`src/ebat_pkg.sv`:
```
// Shared types and constants for the EWMA baseline anomaly table.
// Holds the command/status structs between controller and datapath.
// No dependencies.
`timescale 1ns / 1ps

package ebat_pkg;

   localparam int MAX_ENTRIES_DEF    = 64;
   localparam int NUM_INDICATORS_DEF = 16;

   // quotient bits of the z score divide: |d| (33 bits) shifted left by 16
   localparam int DIV_W   = 49;
   localparam int DIV_CW  = 6;

   localparam logic [16:0] Q_ONE         = 17'd65536;
   localparam logic [16:0] ALPHA_RST     = 17'd6554;
   localparam logic [31:0] Z_THRESH_RST  = 32'd196608;
   localparam logic [15:0] MIN_DIV_RST   = 16'd7;

   // configuration register indexes
   localparam logic [1:0] CSR_ALPHA   = 2'd0;
   localparam logic [1:0] CSR_ZTHRESH = 2'd1;
   localparam logic [1:0] CSR_MINDIV  = 2'd2;

   typedef enum logic [1:0] {
      KIND_UPDATE = 2'd0,
      KIND_DETECT = 2'd1,
      KIND_REMOVE = 2'd2,
      KIND_CLEAR  = 2'd3
   } kind_type;

   localparam logic [1:0] STATUS_OK       = 2'd0;
   localparam logic [1:0] STATUS_INVALID  = 2'd1;
   localparam logic [1:0] STATUS_NOTFOUND = 2'd2;

   // one table entry
   typedef struct packed {
      logic [31:0]        pid;
      logic [7:0]         ind;
      logic signed [31:0] mean;
      logic [31:0]        spread;
      logic [31:0]        count;
      logic [47:0]        tick;
   } entry_type;

   typedef enum logic [1:0] {
      CODE_OK, CODE_INVALID, CODE_NOTFOUND, CODE_DETECT
   } code_type;

   typedef enum logic [2:0] {
      MUL_AS, MUL_BM, MUL_DD, MUL_ASQ, MUL_BSP
   } mul_op_type;

   typedef enum logic [1:0] {
      ACC_NONE, ACC_LOAD, ACC_MEAN, ACC_SQ
   } acc_op_type;

   typedef enum logic [1:0] {
      RD_SCAN, RD_RMK, RD_LAST
   } rd_sel_type;

   typedef enum logic [1:0] {
      WR_UPD, WR_INS, WR_COPY
   } wr_sel_type;

   typedef enum logic [1:0] {
      WA_HIT, WA_USED, WA_OLD, WA_RMK
   } wr_at_type;

   typedef enum logic [1:0] {
      USED_HOLD, USED_INC, USED_DEC, USED_CLR
   } used_op_type;

   typedef struct packed {
      logic        load_req;
      logic        scan_clr;
      logic        scan_issue;
      rd_sel_type  rd_sel;
      mul_op_type  mul_op;
      acc_op_type  acc_op;
      logic        mem_we;
      wr_sel_type  wr_sel;
      wr_at_type   wr_at;
      used_op_type used_op;
      logic        rmk_clr;
      logic        rmk_inc;
      logic        div_start;
      logic        div_step;
      logic        code_we;
      code_type    code;
      logic        rsp_load;
   } cmd_type;

   typedef struct packed {
      kind_type kind_in;
      logic     key_ok_in;
      logic     pid_ok_in;
      kind_type kind;
      logic     empty;
      logic     full;
      logic     hit;
      logic     scan_last;
      logic     div_last;
      logic     rm_done;
      logic     rm_match;
      logic     rm_last;
      logic     rsp_free;
   } stat_type;

endpackage

```
`src/ebat_ctrl.sv`:
```
// Controller state machine for the EWMA baseline anomaly table.
// Sequences search, update, insert, divide, remove and clear through ebat_dp.
// Depends on ebat_pkg.
`timescale 1ns / 1ps

module ebat_ctrl (
   input  logic               clock,
   input  logic               reset,
   input  logic               req_valid,
   output logic               req_ready,
   input  ebat_pkg::stat_type stat,
   output ebat_pkg::cmd_type  cmd
);

   typedef enum logic [19:0] {
      S_IDLE   = 20'h00001,
      S_SCAN   = 20'h00002,
      S_U1     = 20'h00004,
      S_U2     = 20'h00008,
      S_U3     = 20'h00010,
      S_U4     = 20'h00020,
      S_U5     = 20'h00040,
      S_U6     = 20'h00080,
      S_U7     = 20'h00100,
      S_U8     = 20'h00200,
      S_INS    = 20'h00400,
      S_DSTART = 20'h00800,
      S_DIV    = 20'h01000,
      S_RM_RD  = 20'h02000,
      S_RM_CMP = 20'h04000,
      S_RM_RDL = 20'h08000,
      S_RM_WR  = 20'h10000,
      S_RESP   = 20'h20000
   } state_type;

   state_type state_ff, state_in;

   assign req_ready = (state_ff == S_IDLE);

   // next state and commands
   always_comb begin
      state_in    = state_ff;
      cmd         = '0;
      cmd.rd_sel  = ebat_pkg::RD_SCAN;
      cmd.mul_op  = ebat_pkg::MUL_AS;
      cmd.acc_op  = ebat_pkg::ACC_NONE;
      cmd.wr_sel  = ebat_pkg::WR_UPD;
      cmd.wr_at   = ebat_pkg::WA_HIT;
      cmd.used_op = ebat_pkg::USED_HOLD;
      cmd.code    = ebat_pkg::CODE_OK;
      unique case (state_ff)
         S_IDLE: begin
            if (req_valid) begin
               cmd.load_req = 1'b1;
               cmd.scan_clr = 1'b1;
               cmd.code_we  = 1'b1;
               unique case (stat.kind_in)
                  ebat_pkg::KIND_UPDATE, ebat_pkg::KIND_DETECT: begin
                     if (stat.key_ok_in) begin
                        state_in = S_SCAN;
                     end else begin
                        cmd.code = ebat_pkg::CODE_INVALID;
                        state_in = S_RESP;
                     end
                  end
                  ebat_pkg::KIND_REMOVE: begin
                     cmd.rmk_clr = 1'b1;
                     if (stat.pid_ok_in) begin
                        state_in = S_RM_RD;
                     end else begin
                        cmd.code = ebat_pkg::CODE_INVALID;
                        state_in = S_RESP;
                     end
                  end
                  ebat_pkg::KIND_CLEAR: begin
                     cmd.used_op = ebat_pkg::USED_CLR;
                     state_in    = S_RESP;
                  end
               endcase
            end
         end
         S_SCAN: begin
            cmd.scan_issue = 1'b1;
            if (stat.hit) begin
               state_in = (stat.kind == ebat_pkg::KIND_UPDATE) ? S_U1 : S_DSTART;
            end else if (stat.empty || stat.scan_last) begin
               if (stat.kind == ebat_pkg::KIND_UPDATE) begin
                  state_in = S_INS;
               end else begin
                  cmd.code_we = 1'b1;
                  cmd.code    = ebat_pkg::CODE_NOTFOUND;
                  state_in    = S_RESP;
               end
            end
         end
         // mean: a*s + (1-a)*mean
         S_U1: begin
            cmd.mul_op = ebat_pkg::MUL_AS;
            state_in   = S_U2;
         end
         S_U2: begin
            cmd.mul_op = ebat_pkg::MUL_BM;
            cmd.acc_op = ebat_pkg::ACC_LOAD;
            state_in   = S_U3;
         end
         S_U3: begin
            cmd.acc_op = ebat_pkg::ACC_MEAN;
            state_in   = S_U4;
         end
         // squared deviation from the new mean
         S_U4: begin
            cmd.mul_op = ebat_pkg::MUL_DD;
            state_in   = S_U5;
         end
         S_U5: begin
            cmd.acc_op = ebat_pkg::ACC_SQ;
            state_in   = S_U6;
         end
         // spread: a*sq + (1-a)*spread
         S_U6: begin
            cmd.mul_op = ebat_pkg::MUL_ASQ;
            state_in   = S_U7;
         end
         S_U7: begin
            cmd.mul_op = ebat_pkg::MUL_BSP;
            cmd.acc_op = ebat_pkg::ACC_LOAD;
            state_in   = S_U8;
         end
         S_U8: begin
            cmd.mem_we = 1'b1;
            cmd.wr_sel = ebat_pkg::WR_UPD;
            cmd.wr_at  = ebat_pkg::WA_HIT;
            state_in   = S_RESP;
         end
         S_INS: begin
            cmd.mem_we = 1'b1;
            cmd.wr_sel = ebat_pkg::WR_INS;
            if (stat.full) begin
               cmd.wr_at = ebat_pkg::WA_OLD;
            end else begin
               cmd.wr_at   = ebat_pkg::WA_USED;
               cmd.used_op = ebat_pkg::USED_INC;
            end
            state_in = S_RESP;
         end
         S_DSTART: begin
            cmd.div_start = 1'b1;
            state_in      = S_DIV;
         end
         S_DIV: begin
            cmd.div_step = 1'b1;
            if (stat.div_last) begin
               cmd.code_we = 1'b1;
               cmd.code    = ebat_pkg::CODE_DETECT;
               state_in    = S_RESP;
            end
         end
         // remove: read entry k, on a match move the last entry in
         S_RM_RD: begin
            cmd.rd_sel = ebat_pkg::RD_RMK;
            state_in   = stat.rm_done ? S_RESP : S_RM_CMP;
         end
         S_RM_CMP: begin
            if (!stat.rm_match) begin
               cmd.rmk_inc = 1'b1;
               state_in    = S_RM_RD;
            end else if (stat.rm_last) begin
               cmd.used_op = ebat_pkg::USED_DEC;
               state_in    = S_RM_RD;
            end else begin
               state_in = S_RM_RDL;
            end
         end
         S_RM_RDL: begin
            cmd.rd_sel = ebat_pkg::RD_LAST;
            state_in   = S_RM_WR;
         end
         S_RM_WR: begin
            cmd.mem_we  = 1'b1;
            cmd.wr_sel  = ebat_pkg::WR_COPY;
            cmd.wr_at   = ebat_pkg::WA_RMK;
            cmd.used_op = ebat_pkg::USED_DEC;
            state_in    = S_RM_RD;
         end
         S_RESP: begin
            if (stat.rsp_free) begin
               cmd.rsp_load = 1'b1;
               state_in     = S_IDLE;
            end
         end
         default: state_in = S_IDLE;
      endcase
   end

   always_ff @(posedge clock) begin
      if (reset) begin
         state_ff <= S_IDLE;
      end else begin
         state_ff <= state_in;
      end
   end

   // an accepted item always takes the block out of idle
   a_accept_leaves_idle: assert property (@(posedge clock) disable iff (reset)
      (req_valid && req_ready) |=> !req_ready)
      else $error("ready held after accept");

   // a response is only loaded when the output register can take it
   a_load_free: assert property (@(posedge clock) disable iff (reset)
      cmd.rsp_load |-> stat.rsp_free)
      else $error("response loaded over a waiting item");

endmodule

```
`config.mk`:
```
export PLATFORM = sky130hd
export DESIGN_NAME = ebat_ctrl
export DESIGN_NICKNAME = d
export VERILOG_FILES = /design/src/ebat_pkg.sv /design/src/ebat_ctrl.sv
export SDC_FILE = /design/constraint.sdc
export NUM_CORES = 1
export LEC_CHECK = 0
export BUFFER_PORTS_ARGS = -buffer_cell sky130_fd_sc_hd__clkbuf_2
export CAP_MARGIN = 0
export CORE_UTILIZATION = 53
export CTS_CLUSTER_DIAMETER = 30
export CTS_CLUSTER_SIZE = 16
export DETAILED_ROUTE_END_ITERATION = 6
export PLACE_DENSITY = 0.84
export SKIP_CTS_REPAIR_TIMING = 1
export SLEW_MARGIN = 0
export SYNTH_ARGS = -nofsm -noshare
export SYNTH_HDL_FRONTEND = slang
export SYNTH_SLANG_ARGS = --single-unit
```
`constraint.sdc`:
```
create_clock -name clock -period 5.05 [get_ports clock]
set_input_delay 0.2525 -clock clock [delete_from_list [all_inputs] [get_ports clock]]
set_output_delay 0.2525 -clock clock [all_outputs]
set_load 0.05 [all_outputs]
```
Yosys cells after proc, flatten, opt, wreduce, memory -nomap -nowiden
Index checks and enable logic that the tools add are counted. Widths: inputs -> output; s select.

Register bits: 20. Input port bits: 18. Logic and storage cells: 78.

Eq/ne operators: 25. Mux-type cells: 45. Reductions and logical operators: 7.

Operators with widths (number): $pmux 20 s17 (1); $mux 20 (6); $mux 18 (4); $pmux 20 s3 (1); $eq 20x1->1 const B (1); $eq 20x10->1 const B (1); $eq 20x11->1 const B (1); $eq 20x12->1 const B (1); $eq 20x13->1 const B (1); $eq 20x14->1 const B (1); $eq 20x15->1 const B (1); $eq 20x16->1 const B (1); $eq 20x17->1 const B (1); $eq 20x18->1 const B (1); $eq 20x2->1 const B (1); $eq 20x3->1 const B (1); $eq 20x4->1 const B (1); $eq 20x5->1 const B (1); $eq 20x6->1 const B (1); $eq 20x7->1 const B (1); $eq 20x8->1 const B (1); $eq 20x9->1 const B (1); $mux 3 (6); $mux 16 (1); other kinds (18) (40).

Logic depth before layout (Yosys ltp)
Gate-level depths: netlist of run 1.

Depth in word-level cells: 5. Depth in mapped cells: 7. Depth with buffers taken out: 6.

Worst setup path after synthesis of run 1
OpenSTA, ideal clock, no wires.

Path kind: flip-flop to output port. From: register state_ff[8]. To: output port cmd[1] (netlist name). Data arrival time: 3192 ps. Required time: 4798 ps. Path slack: 1605 ps. Cell stages (with the launch flop): 6. Buffers on the path: 0. Path through: dfxtp_1 or4_4 or3_4 nor3_1 nand2_1 o21ai_0.

RTL lines: start: declaration (line ebat_ctrl.sv:36) `state_type state_ff, state_in;`; start signal: assignment (line ebat_ctrl.sv:199) `state_ff <= state_in;`; end: declaration (line ebat_ctrl.sv:12) `output ebat_pkg::cmd_type cmd`.

==> results of run 1 <==
-- through the flow --
stage,setup WS [ns],cells
3_5_place_dp,2.57,225
6_report,2.21,229
5_1_grt,1.97,229
2_1_floorplan,1.61,160
4_1_cts,2.22,229
3_3_place_gp,2.65,225
-- worst max path at each step --
stage / cells after the start / from / to
after floorplan: 5 / state_ff[8]$_SDFFE_PP0P_ / cmd[1]
after global placement: 6 / state_ff[8]$_SDFFE_PP0P_ / cmd[3]
after detailed placement: 6 / state_ff[0]$_SDFFE_PP1P_ / cmd[9]
after CTS: 6 / state_ff[0]$_SDFFE_PP1P_ / cmd[9]
after global routing: 6 / state_ff[0]$_SDFFE_PP1P_ / cmd[9]
final: 6 / state_ff[0]$_SDFFE_PP1P_ / cmd[9]
-- final cells by class --
class                      count  area (µm²)  area share [%]
clock buffer                   4        36.3            2.38
timing repair buffer          43         215            14.1
sequential                    18         360            23.7
inverter                      10        38.8            2.55
tap                           28        35.0            2.30
multi-input combinational    126         836            54.9
-- power breakdown --
group	internal, mW	switching, mW	total, mW
Combinational	0.0461	0.0985	0.145
Clock	0.0439	0.0440	0.0879
Sequential	0.146	0.00731	0.153
Total	0.236	0.150	0.386
-- worst max-delay path: stages (launching register included) --
cell	delay [ns]
dfxtp_1	0.39
nor4_1	0.49
nand3_1	0.26
nor4_1	0.44
nand3b_1	0.20
o221ai_1	0.20
clkbuf_2	0.30
-- layer usage --
layer / vias to the layer above / part of all wire (%) / GRT usage, %
met5: - / 0 / 0
met4: 0 / 1.3 / 9.26
met3: 6 / 6.9 / 4.76
met2: 66 / 47 / 42.8
met1: 652 / 45 / 35.1
li1: 686 / - / -
-- kinds of logic (layout without fill, tap and decap cells) --
logic type      Yosys count  in the layout  synth area share, %
compound gates           23             23                 13.2
buf+inv                  16             57                 6.00
simple gates             98             98                 49.1
flops                    18             18                 28.3
xor+xnor                  5              5                 3.44
-- cells in the mapped netlist, drive strengths merged, types with 4 or more instances --
| library cell | count | share of area, % |
|---|---|---|
| nor4 | 13 | 9.0 |
| nand2 | 10 | 3.0 |
| nand3 | 6 | 2.8 |
| dfxtp | 18 | 28 |
| nand3b | 5 | 3.0 |
| or4 | 6 | 4.2 |
| nor3 | 9 | 3.9 |
| xnor2 | 4 | 2.8 |
| nor2 | 22 | 6.5 |
| nor4b | 4 | 3.2 |
| o21ai | 4 | 1.6 |
| or2 | 4 | 2.0 |
| inv | 9 | 2.7 |
| nand2b | 5 | 2.5 |
==> impl_metrics.py, run 1 <==
metrics = {
    "timing": {
        "min_period_over_period_pct": 56.2,
        "rsz0062_at_grt": "no",
        "finalHoldViolations": 0,
        "worst_pin_slew_ns": 0.567,
        "min_period_ns": 2.84,
        "skew_ns": 0.0130,
        "relSlewSlack_pct": 61.9,
        "fmax_mhz": 352,
        "finalSetupTns_ns": 0,
        "hold_ws_ns": 0.142,
        "setup_viol": 0,
        "final-max-slew-violation-count": 0,
    },
    "routing": {
        "wirelength_mm": 3.34,
        "drc_errors": 0,
        "final_antenna_net_count": 0,
        "wl_per_cell_um": 14.6,
        "vias": 1410,
        "firstDrtPassIters": 4,
        "first_iter_violations": 79,
        "via_per_inst": 6.16,
    },
    "min_path": {
        "holdPathEnd": "state_ff[14]$_SDFFE_PP0P_",
        "hold_class": "in2reg",
        "hp-start": "stat[3]",
        "min_path_cells": 2,
    },
    "global_route": {
        "grt_max_degree": 11,
        "grtUsageTotal_pct": 26.5,
        "grt_first_pass_wirelength_mm": 5.17,
        "grt_pass1_vias": 1168,
        "antenna_found_initial": 0,
        "overflow": 0,
    },
    "cells_and_area": {
        "top_regs": "state_ff (18)",
        "largest_reg_flops": 18,
        "mostFrequentLayoutCells": "43 x clkbuf_2, 22 x nor2_1, 18 x dfxtp_1",
        "syn2layout_area_growth_pct": 19.6,
        "mostFrequentLayoutCell": "clkbuf_2",
        "fin_nets": 220,
        "antenna_cells": 0,
        "fin_area_um2": 1520,
        "regMostFlops": "state_ff",
        "drive_above_1_share_pct": 32.8,
        "fill_cells": 182,
        "fin_util_pct": 68.1,
    },
    "floorplan": {
        "pin_count": 44,
        "die_w_um": 51,
        "dieArea_um2": 2600,
        "fp.dieH_um": 51,
        "initial_core_util_pct": 57.0,
        "rows": 17,
        "core-area_um2": 2230,
    },
    "synthesis": {
        "syn_area_um2": 1270,
        "synthesis.instances": 160,
        "synth_edf_count": 0,
        "syn_area_per_cell_um2": 7.95,
        "syn-num-nets": 178,
        "synth_seq_cells": 18,
        "synth_ff_type": "dfxtp_1",
        "yosysUniqueCellTypes": 53,
        "ys_warn_count": 0,
        "synth_seq_area_share_pct": 28.3,
        "synthArstFlopShare_pct": 0,
    },
    "cts": {
        "clk_path_buf_depth": 2,
        "clock-root-buffer": "clkbuf_4",
        "cts_tree": "done",
        "numClockSinks": 18,
        "clk_pin_slew_ns": 0.11,
        "numCtsBuffers": 3,
        "htree_levels": 1,
        "clkLatencyLatePin_ns": 0.29,
    },
    "run": {
        "maxCapViolCount": 0,
    },
    "place": {
        "portBuffers": 43,
        "place_congestion": 0.928,
        "hpwl_mm": 2.68,
        "place_area_um2": 1490,
    },
    "power": {
        "ir_drop_mv": 0.172,
        "power_density_nw_per_um2": 254,
        "power_uw": 386,
        "p_leak_nw": 0.691,
    },
    "worst_setup_path": {
        "r2r-start": "state_ff[9]$_SDFFE_PP0P_",
        "reg2reg_to": "state_ff[5]$_SDFFE_PP0P_",
        "cp-start-kind": "flop",
        "r2r_cells": 5,
        "crit_arrival_ns": 2.59,
        "crit_type": "reg2out",
        "endpoint_kind": "output port",
        "rrSetupSlack_ns": 2.70,
        "cp_max_fo": 7,
        "critPathRequiredTime_ns": 4.80,
    },
    "status": {
        "status": "completed",
    },
}
(Power assumes the default switching activity.)
==> run 2: changes to the inputs <==
- CORE_UTILIZATION: 53 -> 45
- PLACE_DENSITY: 0.84 -> 0.76
- clock period: 5.05 -> 2.5 ns (I/O delays scaled with it)
==> run 2 against run 1 <==
Compared with the run above:
- first-iteration DRC count fell by 18%
- clock power is 110% higher
- combinational power grew 140%
- clock skew rose by 0.0021 ns
- final cell count increased by 4.4%
- clock-buffer cell count unchanged
- critical path depth unchanged
- sequential power grew 100%
- critical path type unchanged
- largest cell class unchanged
==> impl_metrics.py, run 2 (synthesis gave the netlist of run 1 again) <==
metrics = {
    "worst_setup_path": {
        "crit_arrival_ns": 2.37,
        "critPathRequiredTime_ns": 2.38,
        "endpoint_kind": "output port",
        "cp_max_fo": 7,
        "cp-start-kind": "flop",
        "critPathSlowestCell": "or4_4",
        "cp_top_family": "simple AND/OR/NAND/NOR gates",
        "path_buf_inv": 2,
        "cp_cell_sequence": "or4_4 > nor4_4 > nand3_1 > inv_1 > a21o_2 > clkbuf_4",
        "slowest_delay_ns": 0.61,
        "crit_type": "reg2out",
    },
    "routing": {
        "first_iter_violations": 65,
        "via_per_inst": 6.08,
        "wl_per_cell_um": 16.2,
        "vias": 1454,
        "drc_errors": 0,
        "firstDrtPassIters": 4,
        "wirelength_mm": 3.88,
        "final_antenna_net_count": 0,
    },
    "cells_and_area": {
        "syn2layout_area_growth_pct": 37.6,
        "multi_input_area_um2": 970,
        "largest_reg_flops": 18,
        "fin_area_um2": 1750,
        "mostFrequentLayoutCell": "clkbuf_2",
        "regMostFlops": "state_ff",
        "top_regs": "state_ff (18)",
        "fin_util_pct": 68.2,
        "antenna_cells": 0,
        "drive_above_1_share_pct": 44.0,
        "stdcell_count": 239,
        "fill_cells": 226,
        "mostFrequentLayoutCells": "35 x clkbuf_2, 21 x nor2_1, 14 x dfxtp_1",
        "seq_area_um2": 365,
        "fin_nets": 228,
    },
    "status": {
        "status": "completed",
    },
    "floorplan": {
        "die_w_um": 55.2,
        "fp.dieH_um": 55.2,
        "core-area_um2": 2570,
        "initial_core_util_pct": 49.6,
        "rows": 18,
        "pin_count": 44,
        "dieArea_um2": 3040,
    },
    "global_route": {
        "grt_pass1_vias": 1161,
        "grt_util_met3_pct": 4.37,
        "overflow": 0,
        "antenna_found_initial": 0,
        "use_met2_pct": 40.0,
        "grt_max_degree": 11,
        "use_met1_pct": 33.6,
        "grtUsageTotal_pct": 25.2,
        "top_usage_layer": "met2",
        "grt_first_pass_wirelength_mm": 5.35,
    },
    "power": {
        "swShare_pct": 39.3,
        "ir_drop_mv": 0.327,
        "p_switching_uw": 330,
        "p_int_uw": 511,
        "p_clk_share_pct": 21.7,
        "power_density_nw_per_um2": 481,
        "power_frac_comb_pct": 41.2,
        "power_uw": 841,
        "seq_power_share_pct": 37.1,
        "p_leak_nw": 0.774,
    },
    "place": {
        "place_area_um2": 1560,
        "place_congestion": 0.931,
        "pre_cts_ws_ns": 0.106,
        "portBuffers": 43,
        "numPlacedInstances": 230,
        "hpwl_mm": 2.92,
    },
    "cts": {
        "numClockSinks": 18,
        "clk_path_buf_depth": 2,
        "numCtsBuffers": 3,
        "cts_tree": "done",
        "clkLatencyLatePin_ns": 0.30,
        "htree_levels": 1,
        "clock-root-buffer": "clkbuf_4",
        "clk_pin_slew_ns": 0.12,
    },
    "run": {
        "maxCapViolCount": 0,
    },
    "timing": {
        "hold_ws_ns": 0.0929,
        "relSlewSlack_pct": 61.9,
        "rsz0062_at_grt": "yes",
        "worst_pin_slew_ns": 0.566,
        "finalSetupTns_ns": 0,
        "min_period_ns": 2.50,
        "skew_ns": 0.0151,
        "setup_viol": 0,
        "finalHoldViolations": 0,
        "final-max-slew-violation-count": 0,
        "min_period_over_period_pct": 99.9,
        "fmax_mhz": 400,
        "fin_ws_ns": 0.00309,
    },
    "min_path": {
        "hold_class": "in2reg",
    },
}
-- run 2: cell types whose count changed in the layout (fill, tap and decap cells not counted), sizes merged --
cell and delta:
dlygate4sd3 +1, buf +11, clkbuf -4
-- run 2: metal layers --
layer  routed length [µm]  vias to the layer above
met5                    0                        -
met4                   50                        0
met3                  206                        7
met2                 1920                       54
met1                 1710                      692
li1                     -                      701
-- run 2: path summary, 6_finish.rpt --
path	endpoint	slack (ns)	from	depth (start not counted)
max	cmd[11]	0.003	state_ff[12]$_SDFFE_PP0P_	6
min	state_ff[15]$_SDFFE_PP0P_	0.09	stat[2]	3
max reg2reg	state_ff[5]$_SDFFE_PP0P_	0.24	state_ff[15]$_SDFFE_PP0P_	5
min reg2reg	state_ff[6]$_SDFFE_PP0P_	0.54	state_ff[7]$_SDFFE_PP0P_	1
-- run 2: layout make-up --
cell class | count | share of cell area [%]
Clock buffer | 4 | 2.07
Inverter | 10 | 2.22
Multi-Input combinational cell | 126 | 55.4
Sequential cell | 18 | 20.9
Tap cell | 30 | 2.14
Timing Repair Buffer | 51 | 17.3
-- run 2: power groups by stage --
stage / Sequential (mW) / Combinational, mW / Clock, mW
global placement: 0.315 / 0.306 / 0
detailed placement: 0.317 / 0.312 / 0
floorplan: 0.312 / 0.245 / 0
global route: 0.314 / 0.367 / 0.197
finish: 0.312 / 0.346 / 0.183
CTS: 0.310 / 0.313 / 0.185
-- run 2: worst min-delay path: stages --
cell      delay (ns)
clkbuf_2        0.10
nand2b_1        0.09
nor3_1          0.05
==> run 3: changes to the inputs <==
- CORE_ASPECT_RATIO: unset -> 2
- RECOVER_POWER: unset -> 25
==> run 3 against run 2 <==
Compared with the run above:
- maximum frequency rose by 0.64%
- worst setup slack improved by 0.016 ns
- sequential share of layout area rose by 0.30 points
- combinational power fell by 3%
- die area rose by 0.42%
- largest power group unchanged
==> impl_metrics.py, run 3 (synthesis gave the netlist of run 1 again) <==
metrics = {
    "timing": {
        "setup_viol": 0,
        "fin_ws_ns": 0.0190,
        "final-max-slew-violation-count": 0,
        "relSlewSlack_pct": 59.8,
        "fmax_mhz": 403,
        "min_period_ns": 2.48,
        "skew_ns": 0.00541,
        "finalSetupTns_ns": 0,
        "rsz0062_at_grt": "yes",
        "min_period_over_period_pct": 99.2,
        "finalHoldViolations": 0,
        "worst_pin_slew_ns": 0.598,
    },
    "routing": {
        "vias": 1502,
        "via_per_inst": 6.36,
        "wl_per_cell_um": 17.6,
        "drc_errors": 0,
        "first_iter_violations": 64,
        "final_antenna_net_count": 0,
        "wirelength_mm": 4.16,
        "firstDrtPassIters": 4,
    },
    "power": {
        "power_uw": 892,
        "power_density_nw_per_um2": 524,
        "p_leak_nw": 0.755,
        "ir_drop_mv": 0.487,
    },
    "global_route": {
        "grtUsageTotal_pct": 29.4,
        "overflow": 0,
        "grt_first_pass_wirelength_mm": 6.35,
        "antenna_found_initial": 0,
        "grt_max_degree": 11,
        "top_usage_layer": "met2",
        "grt_pass1_vias": 1480,
        "use_met2_pct": 54.6,
        "use_met1_pct": 25.8,
        "grt_util_met3_pct": 3.47,
    },
    "place": {
        "hpwl_mm": 3.16,
        "place_area_um2": 1570,
        "pre_cts_ws_ns": 0.0272,
        "portBuffers": 43,
        "place_congestion": 0.851,
        "numPlacedInstances": 231,
    },
    "floorplan": {
        "dieArea_um2": 3060,
        "pin_count": 44,
        "rows": 27,
        "initial_core_util_pct": 47.1,
        "core-area_um2": 2700,
        "fp.dieH_um": 77.2,
        "die_w_um": 39.6,
    },
    "worst_setup_path": {
        "startpoint": "state_ff[16]$_SDFFE_PP0P_",
        "crit_arrival_ns": 2.36,
        "cp_max_fo": 7,
        "critPathRequiredTime_ns": 2.38,
        "endpoint": "cmd[3]",
        "endpoint_kind": "output port",
        "rrSetupSlack_ns": 0.11,
        "crit_type": "reg2out",
        "reg2reg_to": "state_ff[5]$_SDFFE_PP0P_",
        "r2r-start": "state_ff[8]$_SDFFE_PP0P_",
        "cp-start-kind": "flop",
        "r2r_cells": 5,
    },
    "cts": {
        "clk_path_buf_depth": 2,
        "clock-root-buffer": "clkbuf_8",
        "clk_pin_slew_ns": 0.07,
        "cts_tree": "done",
        "numClockSinks": 18,
        "numCtsBuffers": 3,
        "htree_levels": 1,
        "clkLatencyLatePin_ns": 0.26,
    },
    "cells_and_area": {
        "syn2layout_area_growth_pct": 33.7,
        "antenna_cells": 0,
        "mostFrequentLayoutCells": "32 x clkbuf_2, 21 x nor2_1, 18 x dfxtp_1",
        "fill_cells": 245,
        "mostFrequentLayoutCell": "clkbuf_2",
        "fin_area_um2": 1700,
        "stdcell_count": 236,
        "fin_nets": 226,
        "multi_input_area_um2": 927,
        "top_regs": "state_ff (18)",
        "regMostFlops": "state_ff",
        "seq_area_um2": 360,
        "largest_reg_flops": 18,
        "drive_above_1_share_pct": 36.7,
    },
    "run": {
        "maxCapViolCount": 0,
    },
    "min_path": {
        "hold_class": "in2reg",
    },
    "status": {
        "status": "completed",
    },
}
-- run 3: cell types whose count changed in the layout (fill, tap and decap cells not counted), sizes merged --
| cell | before | now |
|---|---|---|
| buf | 11 | 10 |
| dlygate4sd3 | 1 | 0 |
-- run 3: critical path: stages (launching register included) --
cell and delay [ns]:
dfxtp_1 0.39, nor4_1 0.53, nand3b_1 0.23, or2_0 0.38, o311ai_2 0.35, buf_6 0.21
-- run 3: layer usage --
metal  share of wire [%]  vias to the layer above
met3                 4.5                       25
li1                    -                      691
met1                  32                      709
met5                   0                        -
met2                  57                       77
met4                 6.3                        0
-- run 3: layout make-up --
cell class	count	share of cell area [%]
Inverter	10	2.28
Clock buffer	4	3.24
Multi-Input combinational cell	126	54.5
Timing Repair Buffer	49	16.7
Sequential cell	18	21.2
Tap cell	29	2.13
-- run 3: stage by stage --
step / hold slack [ns] / util (%)
2_1_floorplan: 0.197 / -
3_3_place_gp: 0.309 / 58.2
3_5_place_dp: 0.313 / 58.2
4_1_cts: 0.0412 / 60.3
5_1_grt: 0.0484 / 63.0
6_report: 0.0391 / 63.0
-- run 3: worst min-delay path by stage --
stage | start | endpoint | cells past startpoint
2_1_floorplan | reset | state_ff[12]$_SDFFE_PP0P_ | 1
3_3_place_gp | stat[3] | state_ff[14]$_SDFFE_PP0P_ | 2
3_5_place_dp | stat[3] | state_ff[14]$_SDFFE_PP0P_ | 2
4_1_cts | stat[3] | state_ff[14]$_SDFFE_PP0P_ | 2
5_1_grt | stat[3] | state_ff[14]$_SDFFE_PP0P_ | 2
6_report | stat[3] | state_ff[14]$_SDFFE_PP0P_ | 2
-- run 3: where the power goes --
part / switching (mW) / internal [mW] / leakage (nW)
registers: 0.0153 / 0.295 / 0.145
clock network: 0.105 / 0.140 / 0.0288
logic: 0.217 / 0.120 / 0.581
total: 0.337 / 0.555 / 0.755
